$ cat config.mk
export PLATFORM = sky130hd
export DESIGN_NAME = rhm_ctrl
export DESIGN_NICKNAME = d
export VERILOG_FILES = /design/src/design/rhm_pkg.sv /design/src/design/rhm_ctrl.sv
export SDC_FILE = /design/constraint.sdc
export NUM_CORES = 1
export LEC_CHECK = 0
export BUFFER_PORTS_ARGS = -buffer_cell sky130_fd_sc_hd__buf_2
export CAP_MARGIN = 20
export CORE_ASPECT_RATIO = 1.5
export CORE_MARGIN = 2
export CORE_UTILIZATION = 25
export DETAILED_ROUTE_END_ITERATION = 16
export GPL_TIMING_DRIVEN = 0
export PLACE_DENSITY = 0.43
export SYNTH_ARGS = -nofsm -noshare
export SYNTH_HDL_FRONTEND = slang
export SYNTH_SLANG_ARGS = --single-unit
$ cat constraint.sdc
create_clock -name i_clk -period 2.6 [get_ports i_clk]
set_input_delay 0.13 -clock i_clk [delete_from_list [all_inputs] [get_ports i_clk]]
set_output_delay 0.13 -clock i_clk [all_outputs]
set_load 0.005 [all_outputs]
$ cat src/design/rhm_pkg.sv
// ============================================================================
// rhm_pkg - shared types and constants for the Robin Hood hash map
// Slot geometry, action and status codes, datapath command and status types.
// ============================================================================
`default_nettype none

package rhm_pkg;

    localparam int SLOTS  = 256;
    localparam int SLOT_W = 8;     // slot index bits
    localparam int LINK_W = 9;     // order link, all ones = no slot
    localparam int KEY_W  = 32;
    localparam int VAL_W  = 32;
    localparam int PL_W   = 8;     // probe length bits
    localparam int CNT_W  = 9;

    localparam logic [LINK_W-1:0] NO_LINK       = '1;
    localparam logic [CNT_W-1:0]  MAX_ENT_RESET = 9'd192;
    localparam logic [31:0]       MIX_A         = 32'h21f0aaad;
    localparam logic [31:0]       MIX_B         = 32'h735a2d97;

    typedef enum logic [1:0] {
        ACT_LOOKUP = 2'd0,
        ACT_INSERT = 2'd1,
        ACT_DELETE = 2'd2,
        ACT_WALK   = 2'd3
    } t_action;

    typedef enum logic [1:0] {
        ST_FOUND = 2'd0,
        ST_NEW   = 2'd1,
        ST_MISS  = 2'd2,
        ST_FULL  = 2'd3
    } t_status;

    typedef enum logic [4:0] {
        OP_NONE,
        OP_LOAD,    // latch the accepted item
        OP_WSET,    // point the slot address at the walk cursor
        OP_HOME,    // start a probe at the home slot
        OP_FCHK,    // find: check one slot
        OP_UPD,     // overwrite the value of the found slot
        OP_ICHK,    // insert: check one slot, place or swap
        OP_FIX1,    // link repair: links of a moved entry
        OP_FIX2,    // link repair: neighbors of a moved entry
        OP_APP1,    // append new entry: its own links
        OP_APP2,    // append new entry: old tail, head, count
        OP_DUNL,    // delete: unlink from insertion order
        OP_DCHK,    // delete: shift one entry back or stop
        OP_DLNK,    // delete: links of the shifted entry
        OP_RES      // load the result register
    } t_op;

    typedef enum logic [1:0] {
        RS_PLAIN,
        RS_LOOKUP,
        RS_WALK
    } t_res_sel;

    typedef struct packed {
        t_op      op;
        t_res_sel res_sel;
        t_status  res_stat;
    } t_cmd;

    typedef struct packed {
        t_action action;
        logic    f_hit;
        logic    f_miss;
        logic    full;
        logic    i_done;
        logic    no_moves;
        logic    x_more;
        logic    d_stop;
        logic    out_free;
    } t_stat;

endpackage

`default_nettype wire

$ cat src/design/rhm_ctrl.sv
// ============================================================================
// rhm_ctrl - sequencer for the Robin Hood hash map
// Walks actions as needed: hash, probe, displacement, link repair, result.
// ============================================================================
`default_nettype none

module rhm_ctrl (
    input  wire logic          i_clk,
    input  wire logic          i_rst_n,
    input  wire logic          i_in_valid,
    output logic               o_in_ready,
    output rhm_pkg::t_cmd      o_cmd,
    input  wire rhm_pkg::t_stat i_stat
);
    import rhm_pkg::*;

    typedef enum logic [21:0] {
        S_IDLE  = 22'h000001,
        S_DISP  = 22'h000002,
        S_H2    = 22'h000004,
        S_HOME  = 22'h000008,
        S_FRD   = 22'h000010,
        S_FCK   = 22'h000020,
        S_UPD   = 22'h000040,
        S_IHOME = 22'h000080,
        S_IRD   = 22'h000100,
        S_ICK   = 22'h000200,
        S_XRD   = 22'h000400,
        S_XMT   = 22'h000800,
        S_XW1   = 22'h001000,
        S_XW2   = 22'h002000,
        S_AP1   = 22'h004000,
        S_AP2   = 22'h008000,
        S_DUNL  = 22'h010000,
        S_DRD   = 22'h020000,
        S_DCK   = 22'h040000,
        S_DLNK  = 22'h080000,
        S_WRD   = 22'h100000,
        S_RES   = 22'h200000
    } t_state;

    t_state   r_state,    n_state;
    t_res_sel r_res_sel,  n_res_sel;
    t_status  r_res_stat, n_res_stat;
    t_op      w_op;

    always_ff @(posedge i_clk) begin
        if (!i_rst_n) begin
            r_state    <= S_IDLE;
            r_res_sel  <= RS_PLAIN;
            r_res_stat <= ST_MISS;
        end else begin
            r_state    <= n_state;
            r_res_sel  <= n_res_sel;
            r_res_stat <= n_res_stat;
        end
    end

    always_comb begin
        n_state    = r_state;
        n_res_sel  = r_res_sel;
        n_res_stat = r_res_stat;
        w_op       = OP_NONE;
        case (r_state)
            S_IDLE: begin
                if (i_in_valid) begin
                    w_op    = OP_LOAD;
                    n_state = S_DISP;
                end
            end
            S_DISP: begin
                if (i_stat.action == ACT_WALK) begin
                    w_op    = OP_WSET;
                    n_state = S_WRD;
                end else begin
                    n_state = S_H2;
                end
            end
            S_H2:   n_state = S_HOME;
            S_HOME: begin
                w_op    = OP_HOME;
                n_state = S_FRD;
            end
            S_FRD:  n_state = S_FCK;
            S_FCK: begin
                w_op = OP_FCHK;
                if (i_stat.f_hit) begin
                    n_res_sel  = RS_PLAIN;
                    n_res_stat = ST_FOUND;
                    case (i_stat.action)
                        ACT_LOOKUP: begin
                            n_res_sel = RS_LOOKUP;
                            n_state   = S_RES;
                        end
                        ACT_INSERT: n_state = S_UPD;
                        ACT_DELETE: n_state = S_DUNL;
                        default:    n_state = S_RES;
                    endcase
                end else if (i_stat.f_miss) begin
                    n_res_sel = RS_PLAIN;
                    if (i_stat.action == ACT_INSERT && !i_stat.full) begin
                        n_state = S_IHOME;
                    end else if (i_stat.action == ACT_INSERT) begin
                        n_res_stat = ST_FULL;
                        n_state    = S_RES;
                    end else begin
                        n_res_stat = ST_MISS;
                        n_state    = S_RES;
                    end
                end else begin
                    n_state = S_FRD;
                end
            end
            S_UPD: begin
                w_op    = OP_UPD;
                n_state = S_RES;
            end
            S_IHOME: begin
                w_op    = OP_HOME;
                n_state = S_IRD;
            end
            S_IRD:  n_state = S_ICK;
            S_ICK: begin
                w_op = OP_ICHK;
                if (i_stat.i_done) begin
                    n_state = i_stat.no_moves ? S_AP1 : S_XRD;
                end else begin
                    n_state = S_IRD;
                end
            end
            S_XRD:  n_state = S_XMT;
            S_XMT:  n_state = S_XW1;
            S_XW1: begin
                w_op    = OP_FIX1;
                n_state = S_XW2;
            end
            S_XW2: begin
                w_op    = OP_FIX2;
                n_state = i_stat.x_more ? S_XRD : S_AP1;
            end
            S_AP1: begin
                w_op    = OP_APP1;
                n_state = S_AP2;
            end
            S_AP2: begin
                w_op       = OP_APP2;
                n_res_sel  = RS_PLAIN;
                n_res_stat = ST_NEW;
                n_state    = S_RES;
            end
            S_DUNL: begin
                w_op    = OP_DUNL;
                n_state = S_DRD;
            end
            S_DRD:  n_state = S_DCK;
            S_DCK: begin
                w_op    = OP_DCHK;
                n_state = i_stat.d_stop ? S_RES : S_DLNK;
            end
            S_DLNK: begin
                w_op    = OP_DLNK;
                n_state = S_DRD;
            end
            S_WRD: begin
                n_res_sel = RS_WALK;
                n_state   = S_RES;
            end
            S_RES: begin
                if (i_stat.out_free) begin
                    w_op    = OP_RES;
                    n_state = S_IDLE;
                end
            end
            default: n_state = S_IDLE;
        endcase
    end

    assign o_in_ready     = (r_state == S_IDLE);
    assign o_cmd.op       = w_op;
    assign o_cmd.res_sel  = r_res_sel;
    assign o_cmd.res_stat = r_res_stat;

endmodule

`default_nettype wire

## Yosys cells after proc, flatten, opt, wreduce, memory -nomap -nowiden

Cells that the tools add are included.

| word-level totals | value |
|---|---|
| register bits after elaboration | 26 |
| latch bits | 0 |
| bits in writable memories | 0 |
| memory bits (read-only) | 0 |
| bits of input ports | 13 |
| output and inout port bits | 10 |
| logic and storage cells | 68 |
| memories kept | 0 |

| cells by class | value |
|---|---|
| $add $sub $neg | 0 |
| multipliers | 0 |
| divide/modulo/power cells | 0 |
| order comparisons | 0 |
| equality and inequality tests | 29 |
| shift operators | 0 |
| mux-type cells | 25 |
| bitwise logic cells | 0 |
| reduce and logical (&&, ||, !) cells | 11 |

Operators with widths:

| operator | number |
|---|---|
| one-hot mux 22 bit (19 select lines) | 1 |
| two-way mux 22 bit | 6 |
| one-hot mux 4 bit (14 select lines) | 1 |
| two-way mux 15 bit | 3 |
| one-hot mux 22 bit (2 select lines) | 1 |
| equality test 22 x 1 -> 1 bit (second input constant) | 1 |
| equality test 22 x 10 -> 1 bit (second input constant) | 1 |
| equality test 22 x 11 -> 1 bit (second input constant) | 1 |
| equality test 22 x 12 -> 1 bit (second input constant) | 1 |
| equality test 22 x 13 -> 1 bit (second input constant) | 1 |
| equality test 22 x 14 -> 1 bit (second input constant) | 1 |
| equality test 22 x 15 -> 1 bit (second input constant) | 1 |
| equality test 22 x 16 -> 1 bit (second input constant) | 1 |
| equality test 22 x 17 -> 1 bit (second input constant) | 1 |
| equality test 22 x 18 -> 1 bit (second input constant) | 1 |
| equality test 22 x 19 -> 1 bit (second input constant) | 1 |
| equality test 22 x 2 -> 1 bit (second input constant) | 1 |
| equality test 22 x 20 -> 1 bit (second input constant) | 1 |
| equality test 22 x 21 -> 1 bit (second input constant) | 1 |
| equality test 22 bit (second input constant) | 1 |
| equality test 22 x 3 -> 1 bit (second input constant) | 1 |
| equality test 22 x 4 -> 1 bit (second input constant) | 1 |
| equality test 22 x 5 -> 1 bit (second input constant) | 1 |
| equality test 22 x 6 -> 1 bit (second input constant) | 1 |
| 22 further kinds | 34 |

## Depth between registers and ports, before layout

Gate-level depths: netlist (run 1).

| logic depth | value |
|---|---|
| depth after elaboration | 6 |
| depth in mapped cells | 8 |
| gate-level depth less buffers | 7 |

## Worst setup path after synthesis (run 1)

Ideal clock, no wire load.

| path | value |
|---|---|
| kind | register to register |
| start point | register r_state[0] |
| end point | register r_res_stat[1] |
| setup time | 0.120 ns |
| data arrival time | 1.787 ns |
| required time | 2.480 ns |
| slack | 0.693 ns |
| cell stages (with the launch flop) | 7 |
| buffers on the path | 0 |
| clock period less this slack | 1.907 ns |
| cells stage by stage | dfxtp_1 nor4_2 nand3_2 nor4_4 a21boi_4 nor2_1 a211o_1 |

| on the way | value |
|---|---|
| word-level cells in the longest chain between the ends | 3 |
| elaborated cells between the ends (all ways) | 7 |
| those cells by class | eq/ne (4); mux (1); reduce/logical (2) |

Ends and longest elaborated chain:

| item | line | source |
|---|---|---|
| start, declared | rhm_ctrl.sv:42 | `t_state r_state, n_state;` |
| start signal, assigned | rhm_ctrl.sv:53 | `r_state <= n_state;` |
| equality test 22 x 6 -> 1 bit or equality test 22 x 16 -> 1 bit (tied branches) | rhm_ctrl.sv:64 | `case (r_state)` |
| != test 3 bit (no line) or nonzero test 2 bit (tied branches) | -- |  |
| AND reduction 3 bit (no line) | -- |  |
| end signal, assigned | rhm_ctrl.sv:55 | `r_res_stat <= n_res_stat;` |
| end, declared | rhm_ctrl.sv:44 | `t_status r_res_stat, n_res_stat;` |

Several ways; a longest one is shown, not always the timed one.
A chain may end at the register's enable or synchronous reset.

==> results.md, run 1 <==
Run status:
- The run finished with clean final reports.

Drt:
- The final wirelength is 4880 microns.
- In the final routing, the length of wire on met1 measures slightly above 2000 microns.
- The wire length on met2 is 2620 microns.
- In the routed design, unresolved DRC markers number 0.
- The final route contains 1575 vias.
- The first routing iteration left 77 violations.
- Dividing the detail-routed wire length by the instance count gives 16.2 microns.
- Before antenna repair, the detailed router went through 4 iterations.
- Summed over all nets, wire length on met3 after detailed routing comes to between 150 and 200 microns.
- In this run the top signal layer used is met4.
- The via density per instance is 5.22.
- The remaining antenna violation count after routing is 0.

Critical path:
- The nature of the critical path endpoint is an output pin.
- The maximum fanout along the worst path is 7.
- The critical path class is flop to output pin.
- The critical path arrival is approximately 2.3 ns.
- The critical path ends at o_cmd[5].
- The critical path goes through nor4_4, nand4_1, nor4_2, nor2_1, nor4bb_2, o2111ai_1, buf_2.
- The worst setup path is launched from a flop.
- The critical path's top delay family is simple AND/OR/NAND/NOR gates.
- The origin of the worst setup path is r_state[20].
- The maximum cell stage delay along the critical path is 0.42 ns.
- The required time of the critical path is around 2.5 ns.
- The worst register-to-register path begins at r_state[20].
- For the worst flop-to-flop path, the logic depth is 7.
- The critical path crosses 7 cells after its start point.
- On the critical path, the stage with the largest delay is an instance of nor4_2.
- Counting both buffers and inverters, the worst setup path holds a total of 1.
- For flop-to-flop paths, the worst setup slack is ~0.23 ns.
- In this run the critical register-to-register path is captured at r_state[4].

Min path:
- The worst hold path begins at i_stat[5].
- The path type of the worst min-delay path is input port to flop.

Power:
- Cell internal power was estimated by the tool at 0.000676 W.
- The total design power is 0.000944 W.
- For this design the static power due to leakage is 0.785 nW.
- The share of total power dissipated in sequential elements is around 44%.
- The clock network fraction of total power is 37.4%.
- The switching power total is 0.000268 W.
- In this run switching power makes up 28.4% of total power.
- The worst vdd rail ir drop is 0.211 mV.
- In this run, the combinational gates consume 18.3% of the power.
- In this run the power density over the cells is 482 nW/um^2.

STA:
- Setup repair after global routing could not meet its margin everywhere.
- At the pin with the least slew margin, the transition time is between 0.5 and 0.6 ns.
- The shortest clock period the worst path allows after layout is 2.46 ns.
- Setup violations remaining at the end of the flow were counted as 0.
- The remaining max-slew budget at the tightest pin is 64.8%.
- In the final timing run, aggregate negative setup slack is 0 ns.
- The final critical path takes up 94.7% of the cycle.
- Clock skew on the completed layout was measured at between 0.01 and 0.015 ns.
- The number of slew-limit violations in the final report is 0.
- The achievable frequency is 406 MHz.
- The final number of hold-violating endpoints came to 0.
- The worst setup margin is 0.138 ns.

Clock tree:
- TritonCTS built the clock tree.
- The cell sitting at the root of the clock tree is a clkbuf_8.
- The deepest clock path buffer count is 2.
- In this run the number of H-tree levels came out at 1.
- The later pin in the worst-skew pair is clocked with a latency of 0.28 ns.
- The clock-pin slew on the worst setup and hold paths is 0.11 ns.
- The number of buffers created by CTS is 3.
- In this run, post-CTS hold repair placed 0 buffers.
- The clock sink count is 26.

Yosys:
- The flip-flop and latch count after synthesis is 26.
- The number of instances in the synthesized netlist is 200.
- Of the post-synthesis cell area, the dominant cell type holds between 30 and 40%.
- The share of flip-flops with an asynchronous set or reset is 0%.
- The largest area contributor in the netlist is dfxtp_1.
- The cell area that synthesis handed to floorplanning was 1610 sq um.
- The most used flip-flop cell after synthesis is dfxtp_1.
- Counting flops with a built-in enable in the synthesized netlist gives 0.
- The number of warnings issued by yosys is 0.
- The number of nets produced by synthesis is between 200 and 250.
- Yosys attributes the largest share of cell area to dfxtp_1 (32%), nor2_1 (7.4%), nor4_4 (5.3%), nor4_1 (5.0%), nand2_1 (3.5%).
- The portion of the post-synthesis area used by sequential elements is around a third.
- A synthesized cell averages 8.06 sq um.
- The number of different library cells in the post-synthesis netlist is 46.

Layout:
- Relative to the synthesized area, the layout overhead comes to 21.4%.
- The most frequent standard cell in the layout excluding fill and tap cells is nor2_1.
- The area of combinational cells with multiple inputs is about 1100 sq um.
- Registers take between 500 and 600 sq um.
- Leaving out fill and tap cells, the most frequent cells in the layout are nor2_1 (32), dfxtp_1 (26), buf_2 (23).
- The number of antenna diodes in the final layout is 0.
- The fraction of final layout cells with drive strength greater than 1 is between 20 and 25%.
- The final layout contains 246 nets.
- The count of filler cells inserted in the layout is 660.

Die:
- The die covers slightly above 7000 sq um.
- The initial core utilization is 26.1%.
- The region available for standard cell placement spans 6170 sq um.
- For this design the top-level I/O count stands at 23.
- The chip width is 69.6 microns.
- The floorplan row count is 35.
- The die height is between 100 and 150 microns.

Global route:
- The total global routing track utilization is 14.4%.
- The global-route wire length before repair is 8130 microns.
- The total congestion overflow after global routing is 0.
- The initial antenna violation count came to 0.
- The number of global-route vias before repair is 1599.
- The largest net degree at the start of global routing is 16.

Placed design:
- Detailed placement finished with a half-perimeter wire length of 3770 microns.
- The count of buffers added on input and output ports is 21.
- The routability congestion estimate from global placement is between 0.7 and 0.8.
- Prior to clock tree synthesis, the placed netlist has a worst setup slack of 0.0528 ns.

Run:
- The max-capacitance violation count is 0.
==> Yosys cell counts, types with 3 or more instances <==
| library cell | number |
|---|---|
| nor4_1 | 13 |
| nor2_1 | 32 |
| ha_1 | 4 |
| a21oi_1 | 4 |
| nor2b_1 | 5 |
| o21ai_0 | 7 |
| nand2_1 | 15 |
| nor4b_1 | 5 |
| clkbuf_1 | 3 |
| nor3_1 | 9 |
| inv_1 | 12 |
| nand2b_1 | 5 |
| nor4_4 | 4 |
| nand3_1 | 10 |
| dfxtp_1 | 26 |
| nand4_1 | 4 |
==> final cells by class <==
class | instances | share of cell area, %
Clock buffer | 3 | 2.11
Clock inverter | 1 | 1.53
Timing Repair Buffer | 24 | 6.52
Sequential cell | 26 | 26.6
Multi-Input combinational cell | 156 | 54.7
Tap cell | 74 | 4.73
Inverter | 12 | 2.30
Buffer | 6 | 1.53
==> worst register-to-register path, cell delays in order, from the launching register on <==
cell and delay (ns):
dfxtp_1 0.41, nor4_4 0.41, nand4_1 0.24, buf_4 0.22
o41ai_2 0.40, or2_2 0.24, buf_2 0.25, nor2_1 0.08
==> registers in the layout, indices dropped and copies added, names as in the netlist <==
name	count
r_state	22
r_res_sel	2
r_res_stat	2
==> cell families (layout without fill, tap and decap cells) <==
family,Yosys count,count (layout),synth area share [%]
flops,26,26,32.3
compound gates,26,26,12.1
mux,3,3,2.02
other cells,1,1,0.233
fa+ha+maj,4,4,3.10
xor+xnor,3,3,1.63
simple gates,119,119,44.1
buf+inv,18,46,4.58
==> per-layer routing <==
metal	vias to the layer above	global-route usage, %
met3	2	2.27
met5	-	0
met1	749	16.9
met4	0	2.41
met2	39	27.8
li1	785	-
==> how the worst min path moves through the flow <==
stage                  to  slack [ns]  cells past startpoint
2_1_floorplan  r_state[7]        0.21                      1
3_3_place_gp   r_state[7]        0.32                      2
3_5_place_dp   r_state[7]        0.31                      2
4_1_cts        r_state[7]        0.02                      2
5_1_grt        r_state[7]        0.03                      2
6_report       r_state[7]        0.02                      2
==> per-stage QoR <==
| stage | util (%) | hold slack [ns] | cell area (sq um) | cells |
|---|---|---|---|---|
| 2_1_floorplan | - | 0.207 | 1610 | 200 |
| 3_3_place_gp | 29.3 | 0.320 | 1810 | 295 |
| 3_5_place_dp | 29.3 | 0.315 | 1810 | 295 |
| 4_1_cts | 31.2 | 0.0156 | 1930 | 301 |
| 5_1_grt | 31.7 | 0.0260 | 1960 | 302 |
| 6_report | 31.7 | 0.0212 | 1960 | 302 |
==> repair_timing <==
| action | in CTS | in global routing |
|---|---|---|
| setup buffers | 2 | 1 |
| endpoints found under the hold margin | 0 | 0 |
| gates resized for setup | 5 | 5 |
| endpoints found under the setup margin | 3 | 14 |
| pin swaps | 2 | 1 |
==> power by group through the flow <==
stage / logic [W] / registers (W) / clock network (W)
after floorplan: 0.000105 / 0.000423 / 0
after global placement: 0.000162 / 0.000425 / 0
after detailed placement: 0.000162 / 0.000425 / 0
after CTS: 0.000172 / 0.000418 / 0.000362
after global routing: 0.000192 / 0.000420 / 0.000380
final: 0.000173 / 0.000419 / 0.000353
Note: power is estimated with default switching activity, not from simulation.
==> inputs of run 2 (changes only) <==
Settings changed: CORE_ASPECT_RATIO 1.5 to default.
==> results.md, run 2 (synthesized netlist as in run 1, its figures left out) <==
Power:
- The design draws 0.000868 W.
- The analysis attributes to cell leakage a power of 0.785 nW.
- Dividing total power by cell area gives a power density of 444 nW/um^2.
- IR analysis of the VDD net gives a maximum drop of 0.165 mV.

Die:
- Once the floorplan was initialized, standard cells occupied 25.7% of the core.
- The chip width is 84.3 microns.
- The area of the core is about 6300 sq um.
- From bottom edge to top edge, the die measures 84.3 microns.
- The overall die area is 7110 sq um.
- In this run the core area contains 29 standard-cell rows.
- The number of placed I/O pins is 23.

Critical path:
- The kind of launch point of the worst setup path is a flop.
- Among all stages on the critical path, the largest delay is contributed by nor4_2.
- The endpoint identified for the worst register-to-register timing path is r_state[10].
- The maximum fanout along the worst path is 10.
- In this design, the stage delay of the slowest critical-path cell is 0.46 ns.
- The critical path goes through nor4_2, nand3_2, clkbuf_2, nor3_4, nor4_1, o41ai_1, buf_2.
- The worst setup path is captured at an output pin.
- The startpoint identified for the worst register-to-register timing path is r_state[20].
- The critical path's top delay family is simple AND/OR/NAND/NOR gates.
- For the worst flop-to-flop path, the logic depth is 7.
- Data on the critical path is required at its endpoint by 2.47 ns.
- STA puts the critical path data arrival time at 2.32 ns.
- Together, buffers and inverters on the worst path number 2.
- The critical path class is flop to output pin.
- Setup slack on the worst reg-to-reg path comes out at 0.19 ns.

Run:
- Across the run, the number of max-cap violations was 0.

Clock tree:
- After clock tree synthesis, the clock-pin slew on the worst setup and hold paths is 0.10 ns.
- The deepest clock path buffer count is 2.
- The clock net in this run drives a total of 26 sinks.
- The clock reaches the later pin of the worst-skew pair after 0.29 ns.
- The cell at the root of the clock tree is clkbuf_8.
- TritonCTS created 3 clock buffers.
- TritonCTS built the clock tree.
- The number of H-tree levels is 1.

STA:
- The final number of hold-violating endpoints came to 0.
- In the finished design, the share of the clock period the worst path needs comes to 94.1%.
- The number of slew-limit violations in the final report is 0.
- The achievable frequency is 409 MHz.
- The shortest clock period the worst path allows after layout is about 2.4 ns.
- Across the routed clock network, the largest skew measured is 0.00907 ns.
- The setup-violating endpoint count in the final report is 0.
- For the pin with the worst max-slew slack, the measured transition is about 0.6 ns.
- For the final routed database, the setup TNS stands at 0 ns.
- Headroom to the max-slew limit came out at 60.4%.

Drt:
- The average routed wire per standard cell is 14.5 microns.
- For this block, wires on met1 add up to between 2000 and 2500 microns.
- The final wirelength is 4470 microns.
- The via density per instance is 5.16.
- The count of nets left with antenna violations once routing finished came out at 0.
- After detailed routing, the number of remaining DRC violations is 0.
- The wire length on met2 is 1960 microns.
- Detailed routing placed a total of around 230 microns of wire on met3.
- The top layer used by detailed routing is met4.
- The detailed router placed roughly 1600 vias in this run.
- The number of search-and-repair iterations in the first detailed-routing pass is 4.
- The number of design-rule violations left by the first detailed-router iteration is 191.

Layout:
- The number of flip-flops under the largest register name is 22.
- The layout net count is 250.
- In the layout the commonest cells are nor2_1 (32), dfxtp_1 (26), buf_2 (23).
- The layout has 671 filler cells.
- From synthesis to final layout, the design area changed by 21.3%.
- At the end of the flow the core is filled with cells to 31.2%.
- The number of antenna repair diodes is 0.
- The register ranked first by flip-flop count is r_state.
- In the final layout, the share of cells above drive strength 1 is between 20% and 30%.
- The number of cells in the finished layout apart from fillers is 309.
- In the final layout, the registers with the most flip-flops are r_state: 22 flops, r_res_sel: 2 flops, r_res_stat: 2 flops.
- The library cell used most frequently in the layout, excluding fill and tap cells, is nor2_1.

Run status:
- The run finished with clean final reports.

Placed design:
- After detailed placement, the design holds a cell count of just under 300.
- During placement, the flow inserted port buffers numbering 21.
- The estimated wirelength of the detail-placed design is approximately 3400 microns.
- At the end of routability-driven placement, the weighted congestion stood at approximately 0.84.

Global route:
- The total global routing track utilization is 12.7%.
- The initial antenna violation count was 0.
- The number of global-route vias before repair came to roughly 1500.
- The total congestion overflow after global routing is 0.
- The largest net degree at the start of global routing is 15.
- The first global-routing pass estimated 7290 microns of wire.

Min path:
- The path class of the tightest hold or removal check is input port to flop.
- The worst hold path stage count is 2.
- The worst hold path begins at i_stat[1].
- The end point of the worst hold path is r_state[19].
-- run 2: final cells by class --
cell class                 count  area, sq um  share of cell area [%]
multi-input combinational    156         1050                    53.7
sequential                    26          520                    26.6
timing repair buffer          28          158                    8.06
tap                           77         96.3                    4.93
clock buffer                   4         55.1                    2.82
inverter                      12         45.0                    2.30
buffer                         6         30.0                    1.54
-- run 2: worst reg2reg max path: cells and delay by family (launching register included) --
family                 cells  cell delay, ns
and+or+nand+nor            4            1.04
buffers and inverters      2            0.49
DFF                        1            0.39
AOI/OAI and AO/OA          1            0.38
-- run 2: power by group --
group / total (W) / leakage, nW / internal, W / switching, W
clock network: 0.000279 / 0.0288 / 0.000136 / 0.000143
registers: 0.000419 / 0.210 / 0.000406 / 0.0000138
logic: 0.000170 / 0.546 / 0.0000638 / 0.000106
total: 0.000868 / 0.785 / 0.000605 / 0.000263
-- run 2: how the worst max path moves through the flow --
| stage | startpoint | end | slack [ns] | cells past startpoint |
|---|---|---|---|---|
| finish | r_state[20] | o_cmd[6] | 0.15 | 7 |
| global route | r_state[15] | o_cmd[7] | -0.003 | 7 |
| CTS | r_state[12] | o_cmd[5] | -0.06 | 7 |
| detailed placement | r_state[12] | o_cmd[5] | 0.14 | 7 |
| global placement | r_state[12] | o_cmd[6] | 0.11 | 6 |
| floorplan | r_state[0] | r_res_stat[1] | 0.69 | 6 |
-- run 2: layer usage --
metal | up-vias | global-route usage, %
met5 | - | 0
met2 | 32 | 19.7
met4 | 0 | 5.43
li1 | 794 | -
met3 | 12 | 2.16
met1 | 755 | 17.3
-- run 2: repair_timing --
action	CTS	global route
hold buffers	0	0
pin swaps	0	4
gates resized for setup	3	4
cloned	0	0
setup endpoints to repair	3	13
setup buffers	0	7
-- run 2: through the flow --
stage               instance area [sq um]  hold WS (ns)  setup WS (ns)
floorplan                            1610         0.207          0.693
global placement                     1810         0.322          0.110
detailed placement                   1810         0.317          0.143
CTS                                  1890       0.00655        -0.0597
global route                         1960       0.00692       -0.00327
finish                               1960        0.0117          0.153
==> inputs of run 3 (changes only) <==
--- a/config.mk
+++ b/config.mk
@@ -10,6 +10,6 @@
 export CORE_MARGIN = 2
-export CORE_UTILIZATION = 25
+export CORE_UTILIZATION = 56
 export DETAILED_ROUTE_END_ITERATION = 16
 export GPL_TIMING_DRIVEN = 0
-export PLACE_DENSITY = 0.43
+export PLACE_DENSITY = 0.8
 export SYNTH_ARGS = -nofsm -noshare
==> constraint.sdc (replaced) <==
create_clock -name i_clk -period 2.6 [get_ports i_clk]
set_input_delay 0.78 -clock i_clk [delete_from_list [all_inputs] [get_ports i_clk]]
set_output_delay 0.78 -clock i_clk [all_outputs]
set_load 0.1 [all_outputs]
==> results.md, run 3 (synthesized netlist as in run 1, its figures left out) <==
Critical path:
- The maximum fanout along the worst path is 4.
- The maximum cell stage delay along the critical path is 0.39 ns.
- The critical-path cell with the highest stage delay is dfxtp_4.
- STA classifies the critical path startpoint as a flop.
- The critical path's top delay family is simple AND/OR/NAND/NOR gates.
- The setup check on the worst reg-to-reg path leaves a slack of 0.10 ns.
- STA puts the critical path data arrival time at between 2 and 2.5 ns.
- The critical path class is flop to output pin.
- For the worst flop-to-flop path, the logic depth is 14.
- In this run the critical register-to-register path is launched from r_state[12].
- The total number of cells along the worst setup path is 9.
- The signal on the critical path passes through nor4_4, buf_4, nand4_1, buf_6, nor4_4, buf_4, nor4_2, nand4_1, buf_8.
- The worst register-to-register path ends at r_state[0].
- The nature of the critical path endpoint is an output pin.
- The required time of the critical path is 1.82 ns.
- The number of buffer and inverter stages on the critical path is 4.

STA:
- The final number of hold-violating endpoints is 0.
- The setup-violating endpoint count in the final report is 5.
- The number of slew-limit violations in the final report was 0.
- The remaining max-slew budget at the tightest pin is 59.8%.
- At the pin with the least slew margin, the transition time is 0.594 ns.
- After routing, the total negative slack on setup checks comes to -2.17 ns.
- The clock tree skew after final layout is 0.0123 ns.
- Derived from the worst setup path, the maximum achievable clock frequency is about 320 MHz.
- The fraction of the cycle the final worst path needs is 121%.
- Setup repair after global routing could not meet its margin everywhere.
- Counting I/O delays and the setup requirement, the final critical path takes 3.14 ns.
- The worst setup margin is -0.543 ns.

Placed design:
- Detailed placement finished with a half-perimeter wire length of 3350 microns.
- In this run the tool buffered the top-level ports with 21 buffer cells.
- At the end of routability-driven placement, the weighted congestion stood at 0.892.

Run:
- The max-capacitance violation count is 0.

Run status:
- The flow ran to the end, but the final reports show violations.
- The checks that failed: setup timing.

Layout:
- Leaving out fill and tap cells, the most frequent cells in the layout are nor2_1 (29), buf_4 (23), buf_2 (17).
- The number of antenna diodes in the final layout is 0.
- The most frequent standard cell in the layout excluding fill and tap cells is nor2_1.
- In the final layout, the registers with the most flip-flops are r_state: 22 flops, r_res_sel: 2 flops, r_res_stat: 2 flops.
- The layout net count is 270.
- The post-synthesis to final-layout area growth is 44.8%.
- Cells fill 84.7% of the core in the end.
- The register ranked first by flip-flop count is r_state.
- In the final layout, the share of cells above drive strength 1 is 42.2%.
- The register with the most flip-flops in the layout has 22 of them.

Clock tree:
- The number of H-tree levels is 1.
- After clock tree synthesis, the clock-pin slew on the worst setup and hold paths is ~0.14 ns.
- Counting along the longest clock path gives a buffer depth of 2.
- The clock sink count is 26.
- For the worst-skew pair, the clock arrives at the later sink with an insertion delay of 0.33 ns.
- The CTS tree is yes.
- Clock tree synthesis inserted a total of 3 buffers.
- The cell at the root of the clock tree is clkbuf_4.

Die:
- The initial core utilization is 58.5%.
- The floorplan step defined a die boundary enclosing between 3000 and 4000 sq um.
- The number of placed I/O pins is 23.
- After floorplanning, the core was divided into 19 placement rows.
- The die is approximately 58 microns wide.
- The area of the core is approximately 2800 sq um.
- The die is roughly 58 microns tall.

Drt:
- The number of design-rule violations left by the first detailed-router iteration is 318.
- The count of unresolved DRC violations after routing is 0.
- The remaining antenna violation count after routing is 0.
- Dividing the detail-routed via count by the number of cells gives ~7.0.
- The average routed wire per standard cell is 21.6 microns.
- The number of search-and-repair iterations in the first detailed-routing pass is 5.
- The routed layout has 1977 vias.
- Wires add up to 6080 microns.

Global route:
- The global-route wire length before repair is 9390 microns.
- The number of global-route vias before repair is 1888.
- The total congestion overflow after global routing is 0.
- Entering global routing, the biggest net connects 14 pins.
- The total global routing track utilization is 37.5%.
- The initial antenna violation count was 0.

Power:
- The clock network fraction of total power is 18.3%.
- The power density over cell area is 411 nW/um^2.
- The total design power is 0.000960 W.
- Net switching is 38.7% of the power.
- The internal power summed over all cells is slightly below 0.0006 W.
- The relative contribution of combinational cells to total power is 38.2%.
- The worst vdd rail ir drop is just over 0.7 mV.
- Summed over all cells, the static leakage comes to 0.961 nW.
- Summed over all nets, the switching power comes to 0.000372 W.
- The power share of the sequential group is 43.5%.

Min path:
- The path with the worst hold slack has its endpoint at r_state[11].
- Along the worst hold path, the cell count comes to 1.
- The min-delay analysis places its worst path in the category flop to flop.
- The start point of the worst hold path is r_state[8].
==> run 3: cell types whose count changed in the layout (fill, tap and decap cells not counted), moves of 3 or more <==
| cell | previous run | this run |
|---|---|---|
| buf_6 | 0 | 8 |
| nand3_1 | 10 | 7 |
| clkbuf_4 | 0 | 4 |
| buf_4 | 8 | 23 |
| clkbuf_8 | 4 | 0 |
| nor2_2 | 0 | 3 |
| buf_12 | 0 | 3 |
| dfxtp_4 | 0 | 3 |
| nor2_1 | 32 | 29 |
| nor3_1 | 8 | 5 |
| dfxtp_1 | 26 | 15 |
| buf_2 | 23 | 17 |
| dfxtp_2 | 0 | 8 |
==> run 3: what timing repair did <==
item / 4_1_cts / 5_1_grt
endpoints found under the setup margin: 5 / 6
gates resized for setup: 65 / 10
buffers inserted: 31 / 5
cloned: 0 / 0
hold buffers: 0 / 0
pin swaps: 16 / 8
==> run 3: cell type report <==
| class | instances | area, sq um |
|---|---|---|
| Buffer | 4 | 25.0 |
| Timing Repair Buffer | 50 | 410 |
| Inverter | 12 | 45.0 |
| Clock buffer | 3 | 22.5 |
| Fill cell | 158 | 423 |
| Multi-Input combinational cell | 156 | 1250 |
| Tap cell | 31 | 38.8 |
| Sequential cell | 26 | 542 |
==> run 3: worst max-delay path by stage <==
| stage | start | end | slack, ns |
|---|---|---|---|
| final | r_state[12] | o_cmd[4] | -0.54 |
| after global routing | r_state[12] | o_cmd[6] | -0.60 |
| after CTS | r_state[12] | o_cmd[4] | -0.42 |
| after detailed placement | r_state[13] | o_cmd[5] | -0.84 |
| after global placement | r_state[15] | o_cmd[5] | -0.81 |
| after floorplan | r_state[15] | o_cmd[4] | -0.91 |
==> run 3: worst register-to-register path: cells and delay by family (launching register included) <==
family	cells	cell delay, ns
buf+inv	8	1.08
simple gates	5	0.83
flops	1	0.39
compound gates	1	0.09
==> run 3: metrics by stage <==
| stage | hold WS (ns) | instances | worst slack (ns) | cell area [sq um] |
|---|---|---|---|---|
| after global placement | 0.500 | 252 | -0.814 | 1830 |
| final | 0.492 | 282 | -0.543 | 2330 |
| after global routing | 0.511 | 282 | -0.604 | 2330 |
| after CTS | 0.488 | 284 | -0.419 | 2350 |
| after floorplan | 0.511 | 200 | -0.909 | 1690 |
| after detailed placement | 0.507 | 252 | -0.836 | 1830 |
==> run 3: routing by layer <==
| metal | up-vias | share of wire, % | track usage (%) |
|---|---|---|---|
| met3 | 46 | 11 | 6.70 |
| li1 | 841 | - | - |
| met1 | 912 | 36 | 44.9 |
| met5 | - | 0 | 0 |
| met2 | 178 | 46 | 61.5 |
| met4 | 0 | 6.6 | 24.3 |
==> run 3: power groups by stage <==
stage	sequential (W)	combinational [W]	clock [W]
after floorplan	0.000423	0.000196	0
after global placement	0.000424	0.000244	0
after detailed placement	0.000425	0.000251	0
after CTS	0.000415	0.000345	0.000174
after global routing	0.000418	0.000381	0.000186
final	0.000417	0.000367	0.000176
